[config.mk]
export PLATFORM = sky130hd
export DESIGN_NAME = lru_element_cache_directory_unit
export DESIGN_NICKNAME = d
export VERILOG_FILES = /design/src/hw/rtl/lecd_pkg.sv /design/src/hw/rtl/lru_element_cache_directory_unit.sv /design/src/hw/rtl/lecd_cell.sv
export VERILOG_INCLUDE_DIRS = /design/src /design/src/hw/rtl
export SDC_FILE = /design/constraint.sdc
export NUM_CORES = 2
export LEC_CHECK = 0
export ABC_CLOCK_PERIOD_IN_PS = 4300
export BUFFER_PORTS_ARGS = -buffer_cell sky130_fd_sc_hd__buf_2
export CORE_ASPECT_RATIO = 1.5
export CORE_MARGIN = 5
export CORE_UTILIZATION = 45
export CTS_BUF_LIST = sky130_fd_sc_hd__clkbuf_16
export CTS_CLUSTER_DIAMETER = 80
export DETAILED_ROUTE_END_ITERATION = 6
export GPL_TIMING_DRIVEN = 0
export MAX_ROUTING_LAYER = met4
export PLACE_DENSITY = 0.64
export SLEW_MARGIN = 15
export SYNTH_ARGS = -nofsm -noshare
export SYNTH_HDL_FRONTEND = slang
export SYNTH_SLANG_ARGS = --single-unit
[constraint.sdc]
create_clock -name clk -period 4.3 [get_ports clk]
set_input_delay 0.43 -clock clk [delete_from_list [all_inputs] [get_ports clk]]
set_output_delay 0.43 -clock clk [all_outputs]
set_load 0.02 [all_outputs]
[src/hw/rtl/lru_element_cache_directory_unit_defines.svh]
// Assertion macros for the LRU element cache directory.
// Used by the top level; expects clk and rst_n in the including scope.
`ifndef LRU_ELEMENT_CACHE_DIRECTORY_UNIT_DEFINES_SVH
`define LRU_ELEMENT_CACHE_DIRECTORY_UNIT_DEFINES_SVH

// cond must hold at every clock edge out of reset
`define LECD_ASSERT_ALWAYS(label, cond, msg) \
    label: assert property (@(posedge clk) disable iff (!rst_n) (cond)) else $error(msg);

// cons must hold at the same edge where ante holds
`define LECD_ASSERT_IMPLIES(label, ante, cons, msg) \
    label: assert property (@(posedge clk) disable iff (!rst_n) (ante) |-> (cons)) \
        else $error(msg);

`endif

[src/hw/rtl/lecd_pkg.sv]
// Shared types and constants for the LRU element cache directory.
// No dependencies.
`timescale 1ns / 1ps

package lecd_pkg;

    localparam int ELEM_COUNT_W = 21;
    localparam int CAPACITY_W   = 5;
    localparam int CFG_INDEX_W  = 2;
    localparam int CFG_DATA_W   = 21;

    // config register map
    localparam logic [CFG_INDEX_W-1:0] CFG_ELEMENT_COUNT = CFG_INDEX_W'(0);
    localparam logic [CFG_INDEX_W-1:0] CFG_CAPACITY      = CFG_INDEX_W'(1);

    localparam logic [CAPACITY_W-1:0] CAPACITY_RESET = CAPACITY_W'(16);

    typedef enum logic [1:0] {
        ST_IDLE,
        ST_SEARCH,
        ST_FINISH
    } state_t;

    // flags carried by the search packet along the cell chain
    typedef struct packed {
        logic valid;
        logic found;
        logic free_found;
        logic victim_found;
    } srch_flags_t;

    // broadcast update command
    typedef struct packed {
        logic en;
        logic alloc;
    } upd_ctl_t;

endpackage

[src/hw/rtl/lru_element_cache_directory_unit.sv]
// Top level of the LRU element cache directory: FSM, config registers,
// result register and the chain of lecd_cell. Depends on lecd_pkg and the
// defines header.
`timescale 1ns / 1ps
// Usage
//   Access channel (in_valid/in_ready, mode, index): one get (mode 0) or put
//   (mode 1) transaction; in_ready is high only while the directory is idle.
//   Result channel (out_valid/out_ready): one result transaction per access,
//   held in an output register until taken.
//   Config channel (cfg_valid/cfg_ready, cfg_index, cfg_data): register 0 is
//   element_count, register 1 is capacity; cfg_ready is always high. Write
//   only while no access is outstanding.
// Access flow
//   An in-range access walks a search packet through the ENTRIES cells, one
//   cell per cycle, then the finish state loads the result register and
//   updates the ranks; the next access is taken once the directory is back
//   in idle, so one access is in flight at a time, paced by the chain
//   length. An out-of-range access goes straight to the finish state.
// Reset: all slots invalid, occupancy zero, element_count 0 (every access out
//   of range until written), capacity 16.
// Back-pressure: a new access may be accepted while a result waits; the next
//   result then holds in the finish state, slots untouched, until it can be
//   registered.

`include "lru_element_cache_directory_unit_defines.svh"

module lru_element_cache_directory_unit #(
    parameter int ENTRIES    = 16,
    parameter int INDEX_BITS = 20,
    localparam int SLOT_W    = $clog2(ENTRIES)
) (
    input  logic                             clk,
    input  logic                             rst_n,
    // access channel
    input  logic                             in_valid,
    output logic                             in_ready,
    input  logic                             mode,
    input  logic [INDEX_BITS-1:0]            index,
    // result channel
    output logic                             out_valid,
    input  logic                             out_ready,
    output logic                             status,
    output logic                             hit,
    output logic [SLOT_W-1:0]                slot,
    output logic                             fill_needed,
    output logic                             evict_valid,
    output logic [INDEX_BITS-1:0]            evicted_index,
    output logic                             write_through,
    // config channel
    input  logic                             cfg_valid,
    output logic                             cfg_ready,
    input  logic [lecd_pkg::CFG_INDEX_W-1:0] cfg_index,
    input  logic [lecd_pkg::CFG_DATA_W-1:0]  cfg_data
);
    import lecd_pkg::*;

    localparam int RANK_W = $clog2(ENTRIES);
    localparam int OCC_W  = $clog2(ENTRIES + 1);
    localparam int CMP_W  = (INDEX_BITS > ELEM_COUNT_W) ? INDEX_BITS : ELEM_COUNT_W;

    // ------------------------------------------------------------------
    // state
    // ------------------------------------------------------------------
    state_t                  state_reg, state_next;
    logic [ELEM_COUNT_W-1:0] element_count_reg, element_count_next;
    logic [CAPACITY_W-1:0]   capacity_reg, capacity_next;
    logic [OCC_W-1:0]        occupancy_reg, occupancy_next;

    logic                    req_mode_reg;
    logic [INDEX_BITS-1:0]   req_idx_reg;
    logic                    req_oor_reg;

    // result register
    logic                    out_valid_reg, out_valid_next;
    logic                    status_reg, hit_reg, fill_reg, evict_reg, wt_reg;
    logic [SLOT_W-1:0]       slot_reg;
    logic [INDEX_BITS-1:0]   evicted_reg;

    // ------------------------------------------------------------------
    // cell chain: element k feeds cell k, element ENTRIES is the tail
    // ------------------------------------------------------------------
    srch_flags_t             ch_flags        [0:ENTRIES];
    logic [INDEX_BITS-1:0]   ch_idx          [0:ENTRIES];
    logic [SLOT_W-1:0]       ch_found_slot   [0:ENTRIES];
    logic [RANK_W-1:0]       ch_found_rank   [0:ENTRIES];
    logic [SLOT_W-1:0]       ch_free_slot    [0:ENTRIES];
    logic [RANK_W-1:0]       ch_victim_rank  [0:ENTRIES];
    logic [SLOT_W-1:0]       ch_victim_slot  [0:ENTRIES];
    logic [INDEX_BITS-1:0]   ch_victim_index [0:ENTRIES];

    upd_ctl_t                upd;
    logic [SLOT_W-1:0]       upd_slot;
    logic [OCC_W-1:0]        upd_rank;

    // handshake / control
    logic in_fire;
    logic in_oor;
    logic in_search;
    logic finishing;
    logic out_load;
    logic [OCC_W-1:0] occ_m1;
    logic [OCC_W-1:0] eff_cap;

    // decision on the packet at the chain tail
    logic tail_found;
    logic miss_get;
    logic do_evict;
    logic do_fill;

    // in-range eviction / fill about to finish
    logic chk_evict;
    logic chk_fill;

    assign in_fire   = in_valid && in_ready;
    assign in_oor    = CMP_W'(index) >= CMP_W'(element_count_reg);
    assign in_search = in_fire && !in_oor;
    assign occ_m1    = occupancy_reg - OCC_W'(1);

    // capacity 0 acts as 1, above ENTRIES acts as ENTRIES
    always_comb
    begin
        if (capacity_reg == '0)
            eff_cap = OCC_W'(1);
        else if (int'(capacity_reg) > ENTRIES)
            eff_cap = OCC_W'(ENTRIES);
        else
            eff_cap = OCC_W'(capacity_reg);
    end

    // chain head: packet enters cell 0 at acceptance
    always_comb
    begin
        ch_flags[0]        = '0;
        ch_flags[0].valid  = in_search;
        ch_idx[0]          = index;
        ch_found_slot[0]   = '0;
        ch_found_rank[0]   = '0;
        ch_free_slot[0]    = '0;
        ch_victim_rank[0]  = occ_m1[RANK_W-1:0];
        ch_victim_slot[0]  = '0;
        ch_victim_index[0] = '0;
    end

    for (genvar k = 0; k < ENTRIES; k++)
    begin : g_cell
        lecd_cell #(
            .ENTRIES    (ENTRIES),
            .INDEX_BITS (INDEX_BITS),
            .CELL_ID    (k)
        ) u_cell (
            .clk              (clk),
            .rst_n            (rst_n),
            .in_flags         (ch_flags[k]),
            .in_idx           (ch_idx[k]),
            .in_found_slot    (ch_found_slot[k]),
            .in_found_rank    (ch_found_rank[k]),
            .in_free_slot     (ch_free_slot[k]),
            .in_victim_rank   (ch_victim_rank[k]),
            .in_victim_slot   (ch_victim_slot[k]),
            .in_victim_index  (ch_victim_index[k]),
            .out_flags        (ch_flags[k+1]),
            .out_idx          (ch_idx[k+1]),
            .out_found_slot   (ch_found_slot[k+1]),
            .out_found_rank   (ch_found_rank[k+1]),
            .out_free_slot    (ch_free_slot[k+1]),
            .out_victim_rank  (ch_victim_rank[k+1]),
            .out_victim_slot  (ch_victim_slot[k+1]),
            .out_victim_index (ch_victim_index[k+1]),
            .upd              (upd),
            .upd_slot         (upd_slot),
            .upd_rank         (upd_rank),
            .upd_idx          (req_idx_reg)
        );
    end

    // ------------------------------------------------------------------
    // FSM
    // ------------------------------------------------------------------
    always_comb
    begin
        state_next = state_reg;
        unique case (state_reg)
            ST_IDLE:
            begin
                if (in_valid)
                    state_next = in_oor ? ST_FINISH : ST_SEARCH;
            end
            ST_SEARCH:
            begin
                if (ch_flags[ENTRIES].valid)
                    state_next = ST_FINISH;
            end
            ST_FINISH:
            begin
                if (out_load)
                    state_next = ST_IDLE;
            end
            default:
            begin
                state_next = ST_IDLE;
            end
        endcase
    end

    always_comb
    begin
        in_ready  = 1'b0;
        finishing = 1'b0;
        unique case (state_reg)
            ST_IDLE:   in_ready  = 1'b1;
            ST_SEARCH: in_ready  = 1'b0;
            ST_FINISH: finishing = 1'b1;
            default:   in_ready  = 1'b0;
        endcase
    end

    assign out_load = finishing && (!out_valid_reg || out_ready);

    // ------------------------------------------------------------------
    // access decision; victim is the valid slot ranked occupancy-1
    // ------------------------------------------------------------------
    assign tail_found = ch_flags[ENTRIES].found;
    assign miss_get   = !tail_found && !req_mode_reg;
    assign do_evict   = miss_get && (occupancy_reg >= eff_cap);
    assign do_fill    = miss_get && !do_evict;

    always_comb
    begin
        upd.en    = out_load && !req_oor_reg && (tail_found || miss_get);
        upd.alloc = miss_get;
        if (tail_found)
        begin
            upd_slot = ch_found_slot[ENTRIES];
            upd_rank = OCC_W'(ch_found_rank[ENTRIES]);
        end
        else if (do_evict)
        begin
            upd_slot = ch_victim_slot[ENTRIES];
            upd_rank = occ_m1;
        end
        else
        begin
            // fill: every valid rank ages
            upd_slot = ch_free_slot[ENTRIES];
            upd_rank = occupancy_reg;
        end
    end

    always_comb
    begin
        occupancy_next = occupancy_reg;
        if (out_load && !req_oor_reg && do_fill)
            occupancy_next = occupancy_reg + OCC_W'(1);
    end

    // ------------------------------------------------------------------
    // config writes
    // ------------------------------------------------------------------
    assign cfg_ready = 1'b1;

    always_comb
    begin
        element_count_next = element_count_reg;
        capacity_next      = capacity_reg;
        if (cfg_valid)
        begin
            unique case (cfg_index)
                CFG_ELEMENT_COUNT: element_count_next = cfg_data[ELEM_COUNT_W-1:0];
                CFG_CAPACITY:      capacity_next      = cfg_data[CAPACITY_W-1:0];
                default:           ;
            endcase
        end
    end

    assign out_valid_next = out_load || (out_valid_reg && !out_ready);

    always_ff @(posedge clk or negedge rst_n)
    begin
        if (!rst_n)
        begin
            state_reg         <= ST_IDLE;
            element_count_reg <= '0;
            capacity_reg      <= CAPACITY_RESET;
            occupancy_reg     <= '0;
            out_valid_reg     <= 1'b0;
        end
        else
        begin
            state_reg         <= state_next;
            element_count_reg <= element_count_next;
            capacity_reg      <= capacity_next;
            occupancy_reg     <= occupancy_next;
            out_valid_reg     <= out_valid_next;
        end
    end

    always_ff @(posedge clk)
    begin
        if (in_fire)
        begin
            req_mode_reg <= mode;
            req_idx_reg  <= index;
            req_oor_reg  <= in_oor;
        end
        if (out_load)
        begin
            status_reg  <= req_oor_reg;
            hit_reg     <= !req_oor_reg && tail_found;
            slot_reg    <= (!req_oor_reg && (tail_found || miss_get)) ? upd_slot : '0;
            fill_reg    <= !req_oor_reg && miss_get;
            evict_reg   <= !req_oor_reg && do_evict;
            evicted_reg <= (!req_oor_reg && do_evict) ? ch_victim_index[ENTRIES] : '0;
            wt_reg      <= !req_oor_reg && req_mode_reg;
        end
    end

    assign out_valid     = out_valid_reg;
    assign status        = status_reg;
    assign hit           = hit_reg;
    assign slot          = slot_reg;
    assign fill_needed   = fill_reg;
    assign evict_valid   = evict_reg;
    assign evicted_index = evicted_reg;
    assign write_through = wt_reg;

    // ------------------------------------------------------------------
    // assertions
    // ------------------------------------------------------------------
    assign chk_evict = finishing && !req_oor_reg && do_evict;
    assign chk_fill  = finishing && !req_oor_reg && do_fill;

    `LECD_ASSERT_ALWAYS(a_occ_bound, occupancy_reg <= OCC_W'(ENTRIES), "occupancy above ENTRIES")
    `LECD_ASSERT_IMPLIES(a_victim_seen, chk_evict, ch_flags[ENTRIES].victim_found, "no victim")
    `LECD_ASSERT_IMPLIES(a_free_seen, chk_fill, ch_flags[ENTRIES].free_found, "no free slot")
    `LECD_ASSERT_IMPLIES(a_hit_no_fill, out_valid_reg, !(hit_reg && fill_reg), "hit and fill")

endmodule

[src/hw/rtl/lecd_cell.sv]
// One directory cell: holds one slot (valid, index, recency rank) and one
// stage of the search packet. Depends on lecd_pkg.
`timescale 1ns / 1ps

module lecd_cell #(
    parameter int ENTRIES    = 16,
    parameter int INDEX_BITS = 20,
    parameter int CELL_ID    = 0,
    localparam int SLOT_W    = $clog2(ENTRIES),
    localparam int RANK_W    = $clog2(ENTRIES),
    localparam int OCC_W     = $clog2(ENTRIES + 1)
) (
    input  logic                     clk,
    input  logic                     rst_n,
    // search packet in
    input  lecd_pkg::srch_flags_t    in_flags,
    input  logic [INDEX_BITS-1:0]    in_idx,
    input  logic [SLOT_W-1:0]        in_found_slot,
    input  logic [RANK_W-1:0]        in_found_rank,
    input  logic [SLOT_W-1:0]        in_free_slot,
    input  logic [RANK_W-1:0]        in_victim_rank,
    input  logic [SLOT_W-1:0]        in_victim_slot,
    input  logic [INDEX_BITS-1:0]    in_victim_index,
    // search packet out
    output lecd_pkg::srch_flags_t    out_flags,
    output logic [INDEX_BITS-1:0]    out_idx,
    output logic [SLOT_W-1:0]        out_found_slot,
    output logic [RANK_W-1:0]        out_found_rank,
    output logic [SLOT_W-1:0]        out_free_slot,
    output logic [RANK_W-1:0]        out_victim_rank,
    output logic [SLOT_W-1:0]        out_victim_slot,
    output logic [INDEX_BITS-1:0]    out_victim_index,
    // update broadcast
    input  lecd_pkg::upd_ctl_t       upd,
    input  logic [SLOT_W-1:0]        upd_slot,
    input  logic [OCC_W-1:0]         upd_rank,
    input  logic [INDEX_BITS-1:0]    upd_idx
);
    import lecd_pkg::*;

    localparam logic [SLOT_W-1:0] MY_SLOT = SLOT_W'(CELL_ID);

    // slot state
    logic                  valid_reg, valid_next;
    logic [INDEX_BITS-1:0] index_reg, index_next;
    logic [RANK_W-1:0]     rank_reg, rank_next;

    // packet stage
    srch_flags_t           flags_reg, flags_next;
    logic [INDEX_BITS-1:0] idx_reg;
    logic [SLOT_W-1:0]     found_slot_reg, found_slot_next;
    logic [RANK_W-1:0]     found_rank_reg, found_rank_next;
    logic [SLOT_W-1:0]     free_slot_reg, free_slot_next;
    logic [RANK_W-1:0]     victim_rank_reg;
    logic [SLOT_W-1:0]     victim_slot_reg, victim_slot_next;
    logic [INDEX_BITS-1:0] victim_index_reg, victim_index_next;

    logic hit_here;
    logic is_target;

    assign hit_here  = valid_reg && (index_reg == in_idx);
    assign is_target = upd.en && (upd_slot == MY_SLOT);

    // packet: first match, first free slot, slot holding the victim rank
    always_comb
    begin
        flags_next        = in_flags;
        found_slot_next   = in_found_slot;
        found_rank_next   = in_found_rank;
        free_slot_next    = in_free_slot;
        victim_slot_next  = in_victim_slot;
        victim_index_next = in_victim_index;
        if (in_flags.valid)
        begin
            if (hit_here && !in_flags.found)
            begin
                flags_next.found = 1'b1;
                found_slot_next  = MY_SLOT;
                found_rank_next  = rank_reg;
            end
            if (!valid_reg && !in_flags.free_found)
            begin
                flags_next.free_found = 1'b1;
                free_slot_next        = MY_SLOT;
            end
            if (valid_reg && (rank_reg == in_victim_rank) && !in_flags.victim_found)
            begin
                flags_next.victim_found = 1'b1;
                victim_slot_next        = MY_SLOT;
                victim_index_next       = index_reg;
            end
        end
        else
        begin
            // hold the last packet, drop only its valid
            flags_next       = flags_reg;
            flags_next.valid = 1'b0;
        end
    end

    // slot update
    always_comb
    begin
        valid_next = valid_reg;
        index_next = index_reg;
        rank_next  = rank_reg;
        if (is_target)
        begin
            rank_next = '0;
            if (upd.alloc)
            begin
                valid_next = 1'b1;
                index_next = upd_idx;
            end
        end
        else if (upd.en && valid_reg && (OCC_W'(rank_reg) < upd_rank))
        begin
            rank_next = rank_reg + RANK_W'(1);
        end
    end

    always_ff @(posedge clk or negedge rst_n)
    begin
        if (!rst_n)
        begin
            valid_reg <= 1'b0;
            rank_reg  <= '0;
            flags_reg <= '0;
        end
        else
        begin
            valid_reg <= valid_next;
            rank_reg  <= rank_next;
            flags_reg <= flags_next;
        end
    end

    always_ff @(posedge clk)
    begin
        index_reg <= index_next;
        if (in_flags.valid)
        begin
            idx_reg          <= in_idx;
            found_slot_reg   <= found_slot_next;
            found_rank_reg   <= found_rank_next;
            free_slot_reg    <= free_slot_next;
            victim_rank_reg  <= in_victim_rank;
            victim_slot_reg  <= victim_slot_next;
            victim_index_reg <= victim_index_next;
        end
    end

    assign out_flags        = flags_reg;
    assign out_idx          = idx_reg;
    assign out_found_slot   = found_slot_reg;
    assign out_found_rank   = found_rank_reg;
    assign out_free_slot    = free_slot_reg;
    assign out_victim_rank  = victim_rank_reg;
    assign out_victim_slot  = victim_slot_reg;
    assign out_victim_index = victim_index_reg;

endmodule

-- After elaboration in Yosys (flattened, before gate mapping)
Index checks and enable logic that the tools add are counted.
- add/sub/neg operators: 18
- $lt $le $gt $ge: 19
- equal/unequal tests: 53
- multiplexer cells: 137
- reduce and logical (&&, ||, !) cells: 249
- operators with widths (kind ; count):
    20-bit equality test ; 16
    20-bit two-way mux ; 15
    4-bit two-way mux ; 49
    1-bit logical AND ; 140
    4-bit by 5-bit less-than comparator with 1-bit output ; 16
    1-bit zero test ; 67
    4-bit by 1-bit adder with 4-bit output, second input constant ; 16
    4-bit equality test ; 16
    1-bit two-way mux ; 64
    2-bit AND reduction ; 18
    4-bit equality test, second input constant ; 8
    2-bit nonzero test ; 16
    20-bit by 21-bit >= comparator with 1-bit output ; 1
    5-bit two-way mux ; 4
    4-bit by 3-bit equality test with 1-bit output, second input constant ; 4
    4-bit by 2-bit equality test with 1-bit output, second input constant ; 2
    2-bit two-way mux ; 4
    2-bit one-hot mux with 3 select lines ; 1
    5-bit by 1-bit adder with 5-bit output, second input constant ; 1
    5-bit >= comparator ; 1
    5-bit > comparator, second input constant ; 1
    5-bit zero test ; 1
    5-bit by 1-bit subtractor with 5-bit output, second input constant ; 1
    2-bit by 1-bit equality test with 1-bit output, second input constant ; 2
    other kinds (8) ; 12
- register bits: 1438
- output and inout bits: 32
- logic and storage cells: 708

-- Logic depth before layout (Yosys ltp)
- depth in word-level cells: 11
- depth in mapped cells: 20
- depth with buffers taken out: 19

-- Modules after synthesis
Synthesis repeated with hierarchy kept, for this count alone.
- cells, all modules: 3764
- area total of the unflattened synthesis: 61586.6 um^2
- modules (own cells, without submodules) (module ; times used ; cells an instance ; area each (um^2) ; seq. area each (um^2)):
    lecd_cell at g_cell[10].u_cell ... ; 4 ; 215 ; 3602.2 ; 2627.5
    lecd_cell at g_cell[13].u_cell ... ; 2 ; 215 ; 3599.7 ; 2627.5
    lecd_cell at g_cell[4].u_cell ... ; 2 ; 214 ; 3598.5 ; 2627.5
    lecd_cell at g_cell[11].u_cell ... ; 2 ; 214 ; 3597.2 ; 2627.5
    lecd_cell at g_cell[1].u_cell ... ; 2 ; 213 ; 3595.9 ; 2627.5
    lecd_cell at g_cell[12].u_cell ... ; 2 ; 214 ; 3594.7 ; 2627.5
    lru_element_cache_directory_unit ; 1 ; 337 ; 4016.4 ; 2383.5
    lecd_cell at g_cell[15].u_cell ; 1 ; 214 ; 3595.9 ; 2627.5
    lecd_cell at g_cell[0].u_cell ; 1 ; 213 ; 3593.4 ; 2627.5

-- Least setup slack after synthesis
Ideal clock, no wire load.
- path kind: register to register
- start: register occupancy_reg[0]
- end: register g_cell[1].u_cell.rank_reg[3]
- library setup time: 127 ps
- data arrival time: 4440 ps
- slack: -267 ps
- stages on the path, launching flop included: 20
- buffers on the path: 2
- period minus slack after synthesis: 4567 ps
- cells stage by stage: dfrtp_1 -> buf_2 -> inv_1 -> ha_1 -> nor2b_1 -> o21a_4 -> buf_6 -> o31ai_1 -> nand2_1 -> xor2_1 -> nor2_1 -> a21oi_1 -> ha_1 -> a21o_1 -> a21oi_1 -> nand3_1 -> a211oi_1 -> a211o_1 -> and4_1 -> mux2_1
- RTL lines (item ; line ; RTL):
    from (decl) ; lru_element_cache_directory_unit.sv:67 ; logic [OCC_W-1:0] occupancy_reg, occupancy_next;
    from (signal assigned) ; lru_element_cache_directory_unit.sv:292 ; occupancy_reg <= occupancy_next;
    to (signal assigned) ; lecd_cell.sv:133 ; rank_reg <= rank_next;
    to (decl) ; lecd_cell.sv:46 ; logic [RANK_W-1:0] rank_reg, rank_next;

-- Worst setup path in the final report
- start: register capacity_reg[1]
- end: register g_cell[9].u_cell.rank_reg[1]
- longest elaborated chain between the ends: 10
- RTL lines (item ; line ; RTL):
    from (decl) ; lru_element_cache_directory_unit.sv:66 ; logic [CAPACITY_W-1:0] capacity_reg, capacity_next;
    from (signal assigned) ; lru_element_cache_directory_unit.sv:291 ; capacity_reg <= capacity_next;
    5-bit > comparator ; lru_element_cache_directory_unit.sv:124 ; else if (int'(capacity_reg) > ENTRIES)
    5-bit two-way mux ; lru_element_cache_directory_unit.sv:124 ;
    5-bit two-way mux * ; lru_element_cache_directory_unit.sv:122 ; if (capacity_reg == '0)
    5-bit >= comparator * ; lru_element_cache_directory_unit.sv:224 ; assign do_evict = miss_get && (occupancy_reg >= eff_cap);
    1-bit logical AND * ; lru_element_cache_directory_unit.sv:224 ;
    5-bit two-way mux or 4-bit two-way mux (tied branches) ; lru_element_cache_directory_unit.sv:236 ; else if (do_evict)
    5-bit two-way mux or 4-bit two-way mux (tied branches) ; lru_element_cache_directory_unit.sv:231 ; if (tail_found)
    4-bit by 5-bit less-than comparator with 1-bit output or 4-bit equality test (tied branches) ; lecd_cell.sv:116, lecd_cell.sv:62 ;
    1-bit logical AND, on equally long branches ; lecd_cell.sv:116, lecd_cell.sv:62 ;
    2-bit nonzero test (no source line) or 4-bit two-way mux (tied branches) ; n/a ;
    to (signal assigned) ; lecd_cell.sv:133 ;
    to (decl) ; lecd_cell.sv:46 ;
Every way passes the cells marked *; elsewhere a longest branch is shown, timed or not.
A chain may end at the register's enable or synchronous reset.

==> impl_metrics.csv <==
group,metric,value,unit
sta,finalSetupViolations,0,
synthesis,netlist_top_cells_area,"edfxtp_1 (66%), dfrtp_1 (7.6%), mux2_2 (6.5%), xnor2_1 (3.8%), xor2_1 (2.0%)",
sta,fin_worst_skew,0.0286,ns
sta,slew_headroom,0.109,
sta,finalHoldViolations,0,
sta,tightest_slew,1.32,ns
placement,io_buffers,79,
power_and_ir_drop,pwr-share-clk,0.312,
synthesis,synth-edff-count,1262,
floorplanning,die_x,302,um
synthesis,synthCells,3519,
synthesis,seq_area_frac_synth,0.733,
setup_path,critical_path_class,"flip-flop to flip-flop",
synthesis,synth_top_area_frac,0.656,
synthesis,ys_warn_count,0,
floorplanning,core_area,128000,um2
placement,gp_congestion,0.889,
drt,routed_wl,119000,um
setup_path,critPathLaunchType,"flip-flop",
global_route,grt_antenna_before_repair,2,
setup_path,timing.critical_path.cells,"nor3_2 -> nor2_2 -> nor2_4 -> ha_4 -> nor2b_4 -> o21a_4 -> o31ai_4 -> nand2_1 -> xor2_1 -> nor2_2 -> a21oi_4 -> buf_12 -> buf_8 -> ha_1 -> a21o_1 -> a21oi_1 -> nand3_1 -> a31oi_1 -> a211o_1 -> mux2i_1 -> nor2_1",
setup_path,cp_top_family,"compound AO/OA/AOI/OAI gates",
synthesis,synthAdderAreaFrac,0.0197,
power_and_ir_drop,seq_power_share,0.549,
drt,via_per_inst,5.07,
floorplanning,die_area,136000,um2
synthesis,synth-xor-area-share,0.0575,
power_and_ir_drop,p_switching,10100,uW
cells_and_area,final_core_util,0.518,
clock_network,cts_tree,"done",
global_route,grt_max_degree,75,
sta,fin_crit_sh,0.967,
clock_network,cts_buffer_depth,3,
sta,holdWs,0.182,ns
setup_path,cp.arrival,4.79,ns
outcome,outcome,"complete, no violations",
clock_network,clk_latency,0.75,ns
setup_path,cp-end-kind,"flip-flop",
synthesis,ys_async_sr_fraction,0.122,
cells_and_area,drive_gt1_frac,0.215,
floorplanning,ios,81,
synthesis,synth.most_common_cell,"edfxtp_1",
drt,drt_iter0_markers,1706,
floorplanning,initial_core_util,0.451,
drt,ant_nets,0,
setup_path,crit_buf_inv,2,
synthesis,synth_compound_area_frac,0.0396,
power_and_ir_drop,switching_share,0.266,
cells_and_area,fill_cells,10221,
clock_network,cts_num_sinks,1438,
synthesis,yosysTopAreaCell,"edfxtp_1",
sta,period_minus_slack,4.16,ns
clock_network,cts_buffers,136,
cells_and_area,nets,3977,
sta,max_freq,0.241,GHz
synthesis,synthTopCellsByCount,"edfxtp_1 (1,262), mux2_2 (334), xnor2_1 (248), dfrtp_1 (175), nor2_1 (163)",
synthesis,synthSimpleGateAreaFrac,0.0678,
worst_hold_path,hp-class,"primary input to async pin",
synthesis,synth.net_count,3659,
run,maxCapViolations,0,
clock_network,clkSlewWorstSetupHoldPaths,0.06,ns
global_route,track_usage,0.180,
global_route,grt_pass1_wl,177000,um
synthesis,ys_seq_elements,1438,
cells_and_area,area_growth,14.8,%
setup_path,cpMostUsedCell,"nor2_2",
global_route,grt_pass1_vias,29816,
synthesis,synth_top_family_by_area,"multiplexers",
placement,dp_cells,5335,
setup_path,cp_data_required_time,4.94,ns
placement,hpwl,90200,um
drt,drt_pass1_iterations,5,
setup_path,slowest_delay,0.41,ns
synthesis,synthMuxAreaShare,0.0700,
drt,remaining_drc_errors,0,
synthesis,synthFlopType,"edfxtp_1",
synthesis,synth_cell_types,83,
drt,drt-wirelength-per-cell,20.9,um
clock_network,cts-root-buf,"clkbuf_16",
cells_and_area,fin_cells,5661,
power_and_ir_drop,leakagePower,0.0232,uW
power_and_ir_drop,totalPowerFinal,37900,uW
power_and_ir_drop,comb_power_share,0.139,
power_and_ir_drop,p_per_area,572,nW/um2
synthesis,netlist_area,57700,um2
setup_path,critPathMaxFanout,6,
sta,slew_violations,0,
synthesis,synth.avg_cell_area,16.4,um2
drt,vias,28673,
global_route,grt_overflow_total,0,
floorplanning,die_h,449,um
power_and_ir_drop,intPower,27800,uW
clock_network,cts_max_level,4,
floorplanning,std_cell_rows,161,
power_and_ir_drop,ir_drop,434,uV
setup_path,crit_slowest_cell,"dfrtp_2",
## metrics by stage
step                      TNS (ns)  cell area (um2)  setup WS [ns]
after floorplan                  0            57700         0.0686
after global placement     -582.98            60300          -1.65
after detailed placement    -89.44            60800          -1.14
after CTS                  -0.0365            66000        -0.0184
after global routing       -0.0471            66300        -0.0354
final                            0            66300          0.144
## final timing paths
kind | startpoint | endpoint | slack, ns | cells after the start
worst min register to register | g_cell[2].u_cell.out_victim_rank[1]$_DFFE_PP_ | g_cell[3].u_cell.out_victim_rank[1]$_DFFE_PP_ | 0.42 | 0
worst max register to register | capacity_reg[1]$_DFFE_PN0P_ | g_cell[9].u_cell.rank_reg[1]$_DFFE_PN0P_ | 0.14 | 21
max in group asynchronous | rst_n | g_cell[13].u_cell.out_flags[3]$_DFF_PN0_ | 3.31 | 3
worst min-delay path | rst_n | g_cell[0].u_cell.rank_reg[0]$_DFFE_PN0P_ | 0.18 | 2
min in group clk | cfg_valid | capacity_reg[2]$_DFFE_PN0P_ | 0.21 | 3
worst max-delay path | capacity_reg[1]$_DFFE_PN0P_ | g_cell[9].u_cell.rank_reg[1]$_DFFE_PN0P_ | 0.14 | 21
## repair_timing
action,CTS,global route
gates resized for setup,13,36
cloned,0,1
buffers inserted,17,13
hold buffers,45,0
pin swaps,6,35
setup endpoints to repair,209,59
hold endpoints to repair,194,0
## logic make-up after synthesis
group                    count (synthesis)
AND/OR/NAND/NOR                        742
AO/OA/AOI/OAI                          331
multiplexers                           360
flip-flops                            1438
adder cells (fa/ha/maj)                 91
other                                    1
buffers and inverters                  177
XOR/XNOR                               379
## final cells by class
class | instances | area, um2 | share of cell area
Timing Repair Buffer | 181 | 1580 | 0.0238
Buffer | 68 | 313 | 0.00472
Clock inverter | 110 | 951 | 0.0143
Tap cell | 1711 | 2140 | 0.0323
Multi-Input combinational cell | 1904 | 15000 | 0.227
Sequential cell | 1438 | 42300 | 0.639
Inverter | 108 | 408 | 0.00615
Antenna cell | 1 | 2.50 | 0.0000378
Clock buffer | 140 | 3500 | 0.0529
## cells in the final DEF, fill, tap and decap left out, types with 12 or more instances in the layout
cell	netlist	layout
and3_1	15	15
nand2b_1	42	42
a211oi_2	0	13
xor2_1	131	131
edfxtp_1	1262	1262
a21oi_1	45	37
inv_1	108	137
clkbuf_16	0	141
bufinv_16	0	13
a31oi_1	51	51
buf_4	4	35
mux2_2	334	333
a211o_1	17	17
clkbuf_1	49	49
a211oi_1	25	12
nand4_1	74	74
dfrtp_1	175	157
dlygate4sd3_1	0	45
nor2b_1	43	42
ha_1	91	87
nand3_1	37	33
o21ai_0	81	81
nor4_1	29	28
a21o_1	21	20
clkinv_1	0	27
buf_12	0	15
and2_1	81	81
xnor2_1	248	248
clkinv_2	0	19
nor2_1	163	148
nand2_1	129	128
mux2i_1	22	22
buf_2	8	85
or2_2	63	63
nor3_1	31	26
## per-layer routing
metal / global-route usage / vias up / wire length, um
li1: - / 13847 / -
met1: 0.170 / 13981 / 39300
met2: 0.345 / 572 / 67900
met3: 0.0260 / 273 / 3850
met4: 0.100 / 0 / 7510
met5: - / - / 0
## power groups by stage
stage               registers [uW]  clock network (uW)  logic (uW)
floorplan                    20800                   0        3030
global placement             21500                   0        4310
detailed placement           21200                   0        4890
CTS                          20900               12100        5110
global route                 21200               12600        5730
finish                       20800               11800        5270
## worst reg2reg max path, stage by stage (launching register included)
cell	delay, ns
dfrtp_2	0.41
nor3_2	0.19
nor2_2	0.08
nor2_4	0.19
ha_4	0.18
nor2b_4	0.05
o21a_4	0.22
o31ai_4	0.32
nand2_1	0.10
xor2_1	0.19
nor2_2	0.07
a21oi_4	0.25
buf_12	0.21
buf_8	0.13
ha_1	0.24
a21o_1	0.18
a21oi_1	0.18
nand3_1	0.14
a31oi_1	0.19
a211o_1	0.26
mux2i_1	0.23
nor2_1	0.06
Power figures use the tool's default switching activity.
